### config.mk
export PLATFORM = sky130hd
export DESIGN_NAME = cube_map_face_select_core
export DESIGN_NICKNAME = d
export VERILOG_FILES = /design/src/rtl/core/cmfs_pkg.sv /design/src/rtl/core/cmfs_select.sv /design/src/rtl/core/cmfs_divider.sv /design/src/rtl/core/cube_map_face_select_core.sv
export SDC_FILE = /design/constraint.sdc
export NUM_CORES = 2
export LEC_CHECK = 0
export BUFFER_PORTS_ARGS = -buffer_cell sky130_fd_sc_hd__buf_2
export CAP_MARGIN = 15
export CORE_UTILIZATION = 50
export CTS_CLUSTER_DIAMETER = 30
export DETAILED_ROUTE_END_ITERATION = 10
export GPL_TIMING_DRIVEN = 0
export PLACE_DENSITY = 0.66
export SYNTH_ARGS = -nofsm -noshare
export SYNTH_HDL_FRONTEND = slang
export SYNTH_SLANG_ARGS = --single-unit
### constraint.sdc
create_clock -name clk -period 16.5 [get_ports clk]
set_input_delay 0 -clock clk [delete_from_list [all_inputs] [get_ports clk]]
set_output_delay 0 -clock clk [all_outputs]
set_load 0.02 [all_outputs]
### src/rtl/core/cmfs_pkg.sv
// shared widths, types and face codes for the cube map face select core
package cmfs_pkg;

  // component, fraction, coordinate and face code widths
  localparam int COMP_BITS = 16;
  localparam int FRAC_BITS = 16;
  localparam int COORD_W   = FRAC_BITS + 1;
  localparam int FACE_W    = 3;

  // fraction bits of the quotient are spread over this many register stages
  localparam int DIV_STAGES      = 3;
  localparam int STEPS_PER_STAGE = (FRAC_BITS - 1 + DIV_STAGES - 1) / DIV_STAGES;

  // stream data widths, rounded up to whole bytes
  localparam int IN_TDATA_W  = ((3 * COMP_BITS + 7) / 8) * 8;
  localparam int OUT_TDATA_W = ((FACE_W + 2 * COORD_W + 7) / 8) * 8;

  // face codes in test order
  typedef enum logic [FACE_W-1:0] {
    FACE_NEG_X,
    FACE_POS_X,
    FACE_NEG_Y,
    FACE_POS_Y,
    FACE_NEG_Z,
    FACE_POS_Z
  } cmfs_face_t;

  // input direction
  typedef struct packed {
    logic [COMP_BITS-1:0] z;
    logic [COMP_BITS-1:0] y;
    logic [COMP_BITS-1:0] x;
  } cmfs_dir_t;

  // face select stage output: major magnitude and the two dividends
  typedef struct packed {
    cmfs_face_t           face;
    logic                 degen;
    logic [COMP_BITS-1:0] mag;
    logic [COMP_BITS:0]   num_u;
    logic [COMP_BITS:0]   num_v;
  } cmfs_sel_t;

  // divider stage state for both lanes
  typedef struct packed {
    cmfs_face_t           face;
    logic                 degen;
    logic [COMP_BITS-1:0] mag;
    logic [COMP_BITS-1:0] rem_u;
    logic [COMP_BITS-1:0] rem_v;
    logic [COORD_W-1:0]   quo_u;
    logic [COORD_W-1:0]   quo_v;
  } cmfs_div_t;

  // finished result
  typedef struct packed {
    cmfs_face_t         face;
    logic               degen;
    logic [COORD_W-1:0] coord_u;
    logic [COORD_W-1:0] coord_v;
  } cmfs_res_t;

endpackage

### src/rtl/core/cmfs_select.sv
// major axis face select stage, forms magnitude and face coordinate dividends
module cmfs_select (
  input  logic              clk,
  input  logic              rst_n,
  input  logic              in_valid,
  output logic              in_ready,
  input  cmfs_pkg::cmfs_dir_t dir,
  output logic              out_valid,
  input  logic              out_ready,
  output cmfs_pkg::cmfs_sel_t sel
);
  import cmfs_pkg::*;

  logic                 valid_r;
  cmfs_sel_t            sel_r;
  cmfs_sel_t            sel_nxt;
  logic [COMP_BITS-1:0] ax, ay, az;
  logic [COMP_BITS:0]   sx, sy, sz;
  logic [COMP_BITS:0]   s_sel, t_sel;
  logic [COMP_BITS-1:0] m_sel;
  logic                 xmaj, ymaj, zmaj, xpos, ypos, zpos, degen;

  // two's complement magnitude, most negative value fits unsigned
  function automatic logic [COMP_BITS-1:0] mag_of(input logic [COMP_BITS-1:0] v);
    mag_of = v[COMP_BITS-1] ? (~v + 1'b1) : v;
  endfunction

  // negate a sign extended component
  function automatic logic [COMP_BITS:0] neg_of(input logic [COMP_BITS:0] v);
    neg_of = ~v + 1'b1;
  endfunction

  // magnitudes and axis tests
  always_comb begin
    ax    = mag_of(dir.x);
    ay    = mag_of(dir.y);
    az    = mag_of(dir.z);
    sx    = {dir.x[COMP_BITS-1], dir.x};
    sy    = {dir.y[COMP_BITS-1], dir.y};
    sz    = {dir.z[COMP_BITS-1], dir.z};
    xmaj  = (ax >= ay) && (ax >= az);
    ymaj  = (ay >= ax) && (ay >= az);
    zmaj  = (az >= ax) && (az >= ay);
    xpos  = !dir.x[COMP_BITS-1] && (dir.x != '0);
    ypos  = !dir.y[COMP_BITS-1] && (dir.y != '0);
    zpos  = !dir.z[COMP_BITS-1] && (dir.z != '0);
    degen = (dir.x == '0) && (dir.y == '0) && (dir.z == '0);
  end

  // face pick in test order, then s and t per face convention
  always_comb begin
    sel_nxt = '0;
    if (!xpos && xmaj) begin
      sel_nxt.face = FACE_NEG_X; m_sel = ax; s_sel = sz;         t_sel = sy;
    end else if (xpos && xmaj) begin
      sel_nxt.face = FACE_POS_X; m_sel = ax; s_sel = neg_of(sz); t_sel = sy;
    end else if (!ypos && ymaj) begin
      sel_nxt.face = FACE_NEG_Y; m_sel = ay; s_sel = sx;         t_sel = sz;
    end else if (ypos && ymaj) begin
      sel_nxt.face = FACE_POS_Y; m_sel = ay; s_sel = sx;         t_sel = neg_of(sz);
    end else if (!zpos && zmaj) begin
      sel_nxt.face = FACE_NEG_Z; m_sel = az; s_sel = neg_of(sx); t_sel = sy;
    end else begin
      sel_nxt.face = FACE_POS_Z; m_sel = az; s_sel = sx;         t_sel = sy;
    end
    if (degen) begin
      sel_nxt.face = FACE_NEG_X;
    end
    sel_nxt.degen = degen;
    sel_nxt.mag   = m_sel;
    // s + m lies in 0 .. 2m
    sel_nxt.num_u = s_sel + {1'b0, m_sel};
    sel_nxt.num_v = t_sel + {1'b0, m_sel};
  end

  assign in_ready  = !valid_r || out_ready;
  assign out_valid = valid_r;
  assign sel       = sel_r;

  // stage register
  always_ff @(posedge clk) begin
    if (!rst_n) begin
      valid_r <= 1'b0;
    end else if (in_ready) begin
      valid_r <= in_valid;
    end
    if (in_ready && in_valid) begin
      sel_r <= sel_nxt;
    end
  end

endmodule

### src/rtl/core/cmfs_divider.sv
// pipelined restoring divider for both face coordinates plus output stage
module cmfs_divider (
  input  logic                clk,
  input  logic                rst_n,
  input  logic                in_valid,
  output logic                in_ready,
  input  cmfs_pkg::cmfs_sel_t sel,
  output logic                out_valid,
  input  logic                out_ready,
  output cmfs_pkg::cmfs_res_t res
);
  import cmfs_pkg::*;

  localparam logic [COORD_W-1:0] HALF = COORD_W'(1) << (FRAC_BITS - 1);

  // stage 0 is the integer step, stages 1..DIV_STAGES the fraction steps
  logic      st_valid_r [0:DIV_STAGES];
  cmfs_div_t st_r       [0:DIV_STAGES];
  cmfs_div_t st_nxt     [0:DIV_STAGES];
  logic      st_ready   [0:DIV_STAGES];
  logic      res_valid_r;
  cmfs_res_t res_r;
  cmfs_res_t res_nxt;
  logic      res_ready;

  // integer part of one lane: quotient 0, 1 or 2 and the remainder
  function automatic logic [COMP_BITS+1:0] int_step(input logic [COMP_BITS:0]   num,
                                                    input logic [COMP_BITS-1:0] m);
    logic [COMP_BITS:0] diff1;
    logic [COMP_BITS:0] diff2;
    diff1 = num - {1'b0, m};
    diff2 = num - {m, 1'b0};
    if (num >= {m, 1'b0}) begin
      int_step = {2'd2, diff2[COMP_BITS-1:0]};
    end else if (num >= {1'b0, m}) begin
      int_step = {2'd1, diff1[COMP_BITS-1:0]};
    end else begin
      int_step = {2'd0, num[COMP_BITS-1:0]};
    end
  endfunction

  // one quotient bit for both lanes, shifted in at the bottom
  function automatic cmfs_div_t frac_step(input cmfs_div_t d);
    cmfs_div_t          o;
    logic [COMP_BITS:0] ru, rv, mm;
    logic [COMP_BITS:0] du, dv;
    logic               bu, bv;
    o  = d;
    mm = {1'b0, d.mag};
    ru = {d.rem_u, 1'b0};
    rv = {d.rem_v, 1'b0};
    du = ru - mm;
    dv = rv - mm;
    bu = (ru >= mm);
    bv = (rv >= mm);
    o.rem_u = bu ? du[COMP_BITS-1:0] : ru[COMP_BITS-1:0];
    o.rem_v = bv ? dv[COMP_BITS-1:0] : rv[COMP_BITS-1:0];
    o.quo_u = {d.quo_u[COORD_W-2:0], bu};
    o.quo_v = {d.quo_v[COORD_W-2:0], bv};
    frac_step = o;
  endfunction

  // integer step from the select stage
  always_comb begin
    logic [COMP_BITS+1:0] iu;
    logic [COMP_BITS+1:0] iv;
    iu = int_step(sel.num_u, sel.mag);
    iv = int_step(sel.num_v, sel.mag);
    st_nxt[0].face  = sel.face;
    st_nxt[0].degen = sel.degen;
    st_nxt[0].mag   = sel.mag;
    st_nxt[0].rem_u = iu[COMP_BITS-1:0];
    st_nxt[0].rem_v = iv[COMP_BITS-1:0];
    st_nxt[0].quo_u = COORD_W'(iu[COMP_BITS+1:COMP_BITS]);
    st_nxt[0].quo_v = COORD_W'(iv[COMP_BITS+1:COMP_BITS]);
  end

  // fraction stages, a fixed group of quotient bits each
  for (genvar k = 1; k <= DIV_STAGES; k++) begin : g_frac
    always_comb begin
      cmfs_div_t d;
      d = st_r[k-1];
      for (int j = 0; j < STEPS_PER_STAGE; j++) begin
        if ((k - 1) * STEPS_PER_STAGE + j < FRAC_BITS - 1) begin
          d = frac_step(d);
        end
      end
      st_nxt[k] = d;
    end
  end

  // output formatting: zero vector override and v negation
  always_comb begin
    logic [COORD_W-1:0] qv;
    qv              = st_r[DIV_STAGES].degen ? HALF : st_r[DIV_STAGES].quo_v;
    res_nxt.face    = st_r[DIV_STAGES].face;
    res_nxt.degen   = st_r[DIV_STAGES].degen;
    res_nxt.coord_u = st_r[DIV_STAGES].degen ? HALF : st_r[DIV_STAGES].quo_u;
    res_nxt.coord_v = ~qv + 1'b1;
  end

  // backpressure: a stage takes data when empty or when it drains downstream
  assign res_ready = !res_valid_r || out_ready;
  always_comb begin
    st_ready[DIV_STAGES] = !st_valid_r[DIV_STAGES] || res_ready;
    for (int k = DIV_STAGES - 1; k >= 0; k--) begin
      st_ready[k] = !st_valid_r[k] || st_ready[k+1];
    end
  end

  // stage 0 register
  always_ff @(posedge clk) begin
    if (!rst_n) begin
      st_valid_r[0] <= 1'b0;
    end else if (st_ready[0]) begin
      st_valid_r[0] <= in_valid;
    end
    if (st_ready[0] && in_valid) begin
      st_r[0] <= st_nxt[0];
    end
  end

  // fraction stage registers
  for (genvar k = 1; k <= DIV_STAGES; k++) begin : g_frac_reg
    always_ff @(posedge clk) begin
      if (!rst_n) begin
        st_valid_r[k] <= 1'b0;
      end else if (st_ready[k]) begin
        st_valid_r[k] <= st_valid_r[k-1];
      end
      if (st_ready[k] && st_valid_r[k-1]) begin
        st_r[k] <= st_nxt[k];
      end
    end
  end

  // output register
  always_ff @(posedge clk) begin
    if (!rst_n) begin
      res_valid_r <= 1'b0;
    end else if (res_ready) begin
      res_valid_r <= st_valid_r[DIV_STAGES];
    end
    if (res_ready && st_valid_r[DIV_STAGES]) begin
      res_r <= res_nxt;
    end
  end

  assign in_ready  = st_ready[0];
  assign out_valid = res_valid_r;
  assign res       = res_r;

endmodule

### src/rtl/core/cube_map_face_select_core.sv
// cube map face select core: face pick and face coordinates for a direction stream
//
// channel | direction | tdata fields, low bit first            | tuser
// in_     | slave     | dir_x[15:0] dir_y[31:16] dir_z[47:32]     | -
// out_    | master    | face[2:0] coord_u[19:3] coord_v[36:20]    | degenerate
//
// one transfer per cycle on both sides while the output is not stalled; registers from
// input to output: face select, integer divide step, three fraction stages of five
// quotient bits per lane, output register
// reset clears only the stage valid bits; payload registers are not reset
// a stall on the output holds full stages and lets empty ones fill
module cube_map_face_select_core (
  input  logic                             clk,
  input  logic                             rst_n,
  input  logic                             in_tvalid,
  output logic                             in_tready,
  input  logic [cmfs_pkg::IN_TDATA_W-1:0]  in_tdata,  // dir_x, dir_y, dir_z
  output logic                             out_tvalid,
  input  logic                             out_tready,
  output logic [cmfs_pkg::OUT_TDATA_W-1:0] out_tdata, // face, coord_u, coord_v, pad
  output logic                             out_tuser  // degenerate
);
  import cmfs_pkg::*;

  cmfs_dir_t dir;
  cmfs_sel_t sel;
  logic      sel_valid;
  logic      sel_ready;
  cmfs_res_t res;

  // unpack input fields
  assign dir.x = in_tdata[COMP_BITS-1:0];
  assign dir.y = in_tdata[2*COMP_BITS-1:COMP_BITS];
  assign dir.z = in_tdata[3*COMP_BITS-1:2*COMP_BITS];

  cmfs_select u_select (
    .clk       (clk),
    .rst_n     (rst_n),
    .in_valid  (in_tvalid),
    .in_ready  (in_tready),
    .dir       (dir),
    .out_valid (sel_valid),
    .out_ready (sel_ready),
    .sel       (sel)
  );

  cmfs_divider u_divider (
    .clk       (clk),
    .rst_n     (rst_n),
    .in_valid  (sel_valid),
    .in_ready  (sel_ready),
    .sel       (sel),
    .out_valid (out_tvalid),
    .out_ready (out_tready),
    .res       (res)
  );

  // pack output fields
  assign out_tdata = OUT_TDATA_W'({res.coord_v, res.coord_u, res.face});
  assign out_tuser = res.degen;

  // zero vector always reports face -X with coord_u at one half
  a_degen_result: assert property (@(posedge clk) disable iff (!rst_n)
    out_tvalid && out_tuser |->
      (out_tdata[FACE_W-1:0] == FACE_NEG_X) &&
      (out_tdata[FACE_W+COORD_W-1:FACE_W] == (COORD_W'(1) << (FRAC_BITS - 1))))
    else $error("degenerate result with wrong face or coordinate");

  // u never exceeds 1.0
  a_u_range: assert property (@(posedge clk) disable iff (!rst_n)
    out_tvalid && out_tdata[FACE_W+COORD_W-1] |->
      (out_tdata[FACE_W+COORD_W-2:FACE_W] == '0))
    else $error("coord_u above one");

  // v is zero or negative
  a_v_sign: assert property (@(posedge clk) disable iff (!rst_n)
    out_tvalid |->
      (out_tdata[FACE_W+2*COORD_W-1:FACE_W+COORD_W] == '0) ||
      out_tdata[FACE_W+2*COORD_W-1])
    else $error("coord_v positive");

  // face code within the six faces
  a_face_range: assert property (@(posedge clk) disable iff (!rst_n)
    out_tvalid |-> (out_tdata[FACE_W-1:0] <= FACE_POS_Z))
    else $error("face code out of range");

endmodule

==> summary.md <==
| Metric | Value |
|---|---|
| Initial Util | `about half` |
| Clock latency at the later pin of the worst-skew pair | `between 0.6 and 0.7 ns` |
| First-pass GRT wire length | `200000 um` |
| Area of the multi-input gates | `approximately 0.032 sq mm` |
| Setup crit end kind | `flop` |
| Synth Warn # | `0` |
| WL final | `between 100000 and 150000 um` |
| CTS buffer count | `72` |
| Via count | `about 39k` |
| Crit path largest cell delay | `0.67 ns` |
| RSZ-0062 raised after global routing | `no` |
| Pin count of the biggest net entering global routing | `36` |
| Post-synth EDFFs | `roughly 330` |
| Clock Skew | `about 0.026 ns` |
| Die Ht | `about 300 um` |
| Max_cap viols | `0` |
| Post-layout instance count excluding filler cells | `between 6k and 7k` |
| Die ar. | `0.0885 sq mm` |
| Fill cells | `roughly 7.8k` |
| DRC errors left | `0` |
| Placement Setup Slack | `-0.262 ns` |
| DP HPWL | `101000 um` |
| Max Fclk | `approximately 0.063 GHz` |
| Area leader, netlist | `edfxtp_1` |
| Post-Syn Instances | `slightly above 5k` |
| Die Width | `~300 um` |
| Dpl cells | `6378` |
| Most Used Layer, Global Route | `met2` |
| Ys flop type | `edfxtp_1` |
| Vias in the first global route | `about 37k` |
| Antenna-violating nets left | `0` |
| Row count | `between 100 and 150` |
| Sequential area share after synthesis | `between 20% and 30%` |
| Core area | `~0.086 sq mm` |
| Fraction of registers with async set/reset | `0%` |
| Crit path kind | `reg2reg` |
| Clock buffer depth | `3` |
| Rel. slew slack | `29.9%` |
| Startpoint Class | `flop` |
| Sequential cell area | `between 0.009 and 0.01 sq mm` |
| Main area contributors after synthesis | `edfxtp_1 23%, ha_1 17%, xnor2_1 6.1%` |
| Synth Area per Inst | `between 8 and 9 sq um` |
| Area grow syn2layout | `11.0%` |
| GPL Wtd Cong | `approximately 0.95` |
| Cell mode on critical path | `ha_1` |
| Top-area cell type share of the netlist area | `between 20 and 25%` |
| Final Hold Viols | `0` |
| Wire length per cell | `19.7 um` |
| Critical path peak fanout | `10` |
| Netlist Area Pre-Place | `~0.044 sq mm` |
| Hold/Removal Path Class | `in2reg` |
| Reg clk slew, reported paths | `~0.040 ns` |
| #FFs+latches synth | `roughly 330` |
| Final core utilization | `approximately 56%` |
| Measured slew at the worst slew-check pin | `1.05 ns` |
| Pins Over Slew Limit | `0` |
| Run status | `finished clean` |
| Minimum clock period | `around 16 ns` |
| Initial antenna violation count | `0` |
| Clk sinks | `approximately 330` |
| CTS tree | `yes` |
| Io pins | `95` |
| Buffers on Ports | `90` |
| Arr. time, crit path | `about 16 ns` |
| Drt pass-1 iters | `5` |
| H-tree depth | `3` |
| M2 GR Usage | `between 40% and 50%` |
| M3 GR Usage | `~3.4%` |
| Met1 Use GR | `37.1%` |
| Nets | `5997` |
| Distinct cells, synth | `88` |
| Tot GR Track Use | `around 28%` |
| Final Cycle Share | `between 90% and 100%` |
| Required @ worst endpoint | `approximately 17 ns` |
| Initial DRC Count | `about 2.9k` |
| Clock Tree Root | `clkbuf_16` |
| Worst setup margin | `~0.74 ns` |
| Global-route congestion overflow total | `0` |
| Share of cells above drive strength 1 | `roughly a tenth` |
| Critical path's slowest cell | `edfxtp_1` |
| Final setup viols | `0` |
| Vias per std cell | `between 6 and 7` |
-- path summary, 6_finish.rpt --
path	startpoint	to	slack, ns	depth (start not counted)
min reg2reg	u_divider.st_r[2][6]$_DFFE_PP_	u_divider.st_r[3][11]$_DFFE_PP_	0.41	0
min	in_tdata[26]	u_select.sel[10]$_DFFE_PP_	0.04	5
max	u_divider.st_r[0][67]$_DFFE_PP_	u_divider.st_r[1][46]$_DFFE_PP_	0.74	56
max reg2reg	u_divider.st_r[0][67]$_DFFE_PP_	u_divider.st_r[1][46]$_DFFE_PP_	0.74	56
-- metrics by stage --
stage | instance area [sq um] | hold WS (ns) | setup TNS (ns)
global route | 48400 | 0.0405 | 0
detailed placement | 45800 | 0.313 | -2.05
finish | 48400 | 0.0379 | 0
CTS | 48300 | 0.00523 | 0
floorplan | 43600 | 0.118 | 0
global placement | 45500 | 0.280 | -2.29
-- synthesized netlist by cell type (all sizes together), types with 12 or more instances --
library cell,n
and2,39
clkbuf,81
buf,35
o31ai,28
o211ai,31
xor2,191
a211o,20
a31o,14
o31a,23
a21o,165
a21oi,400
mux2,205
nand4,82
o2111ai,17
o21ai,361
and3,32
a211oi,51
nand2,468
or3,69
or2,34
nor2b,94
ha,608
a21boi,31
o311ai,14
xnor2,306
fa,12
o21a,108
mux2i,56
nor4,25
nor2,345
nand3,101
a2111oi,12
nor3,134
inv,254
o21bai,78
edfxtp,331
nand2b,67
a31oi,42
-- what timing repair did --
| action | in CTS | in global routing |
|---|---|---|
| pin swaps | 0 | 1 |
| endpoints found under the setup margin | 26 | 70 |
| resized for setup | 3 | 38 |
| setup buffers | 0 | 13 |
| endpoints found under the hold margin | 35 | 0 |
| gates cloned | 0 | 0 |
| hold buffers | 6 | 0 |
-- sequential cells by signal (all words and copies together) (netlist names) --
name                  cells
u_divider.st_valid_r      4
u_divider.res            38
u_select.sel             54
u_select.out_valid        1
u_divider.st_r          236
u_divider.out_valid       1
-- per-layer routing --
metal / share of wire, % / vias to the layer above / wire, um
met1: 45 / 18449 / 57900
met3: 5.1 / 220 / 6530
met4: 2.9 / 0 / 3690
met2: 47 / 1041 / 60100
li1: - / 19508 / -
met5: 0 / - / 0
-- critical path, delay by kind of cell (launching register included) --
kind | cells | cell delay, ns
AO/OA/AOI/OAI | 27 | 7.02
buffers and inverters | 10 | 2.76
flip-flops | 1 | 0.67
adder cells (fa/ha/maj) | 5 | 1.92
multiplexers | 4 | 1.31
AND/OR/NAND/NOR | 10 | 1.75
-- layout make-up --
class	count	area share, %
multi-input combinational	4425	66.7
buffer	114	1.03
antenna	1	0.00517
inverter	260	2.03
timing repair buffer	118	1.59
tap	1144	2.96
clock inverter	52	1.25
clock buffer	78	3.81
sequential	334	20.6
-- logic make-up after synthesis --
family	synth area share (%)
xor gates and xnor gates	9.98
adders and majority gates	18.0
muxes	6.64
AOI/OAI and AO/OA	22.2
buffers and inverters	3.35
DFF	22.9
other	0.00859
and+or+nand+nor	16.9
-- layout by cell type, fill, tap and decap left out, drive strengths merged, types with 134 or more instances in the layout --
cell and count:
mux2 205, clkbuf 161, buf 143, nor3 134, nor2 345, o21ai 361, a21oi 400, xnor2 306
inv 263, a21o 165, edfxtp 331, xor2 191, nand2 468, ha 608
Power is not shown: default switching activity piles up to over one toggle a cycle in this logic, so the estimate is an artifact.
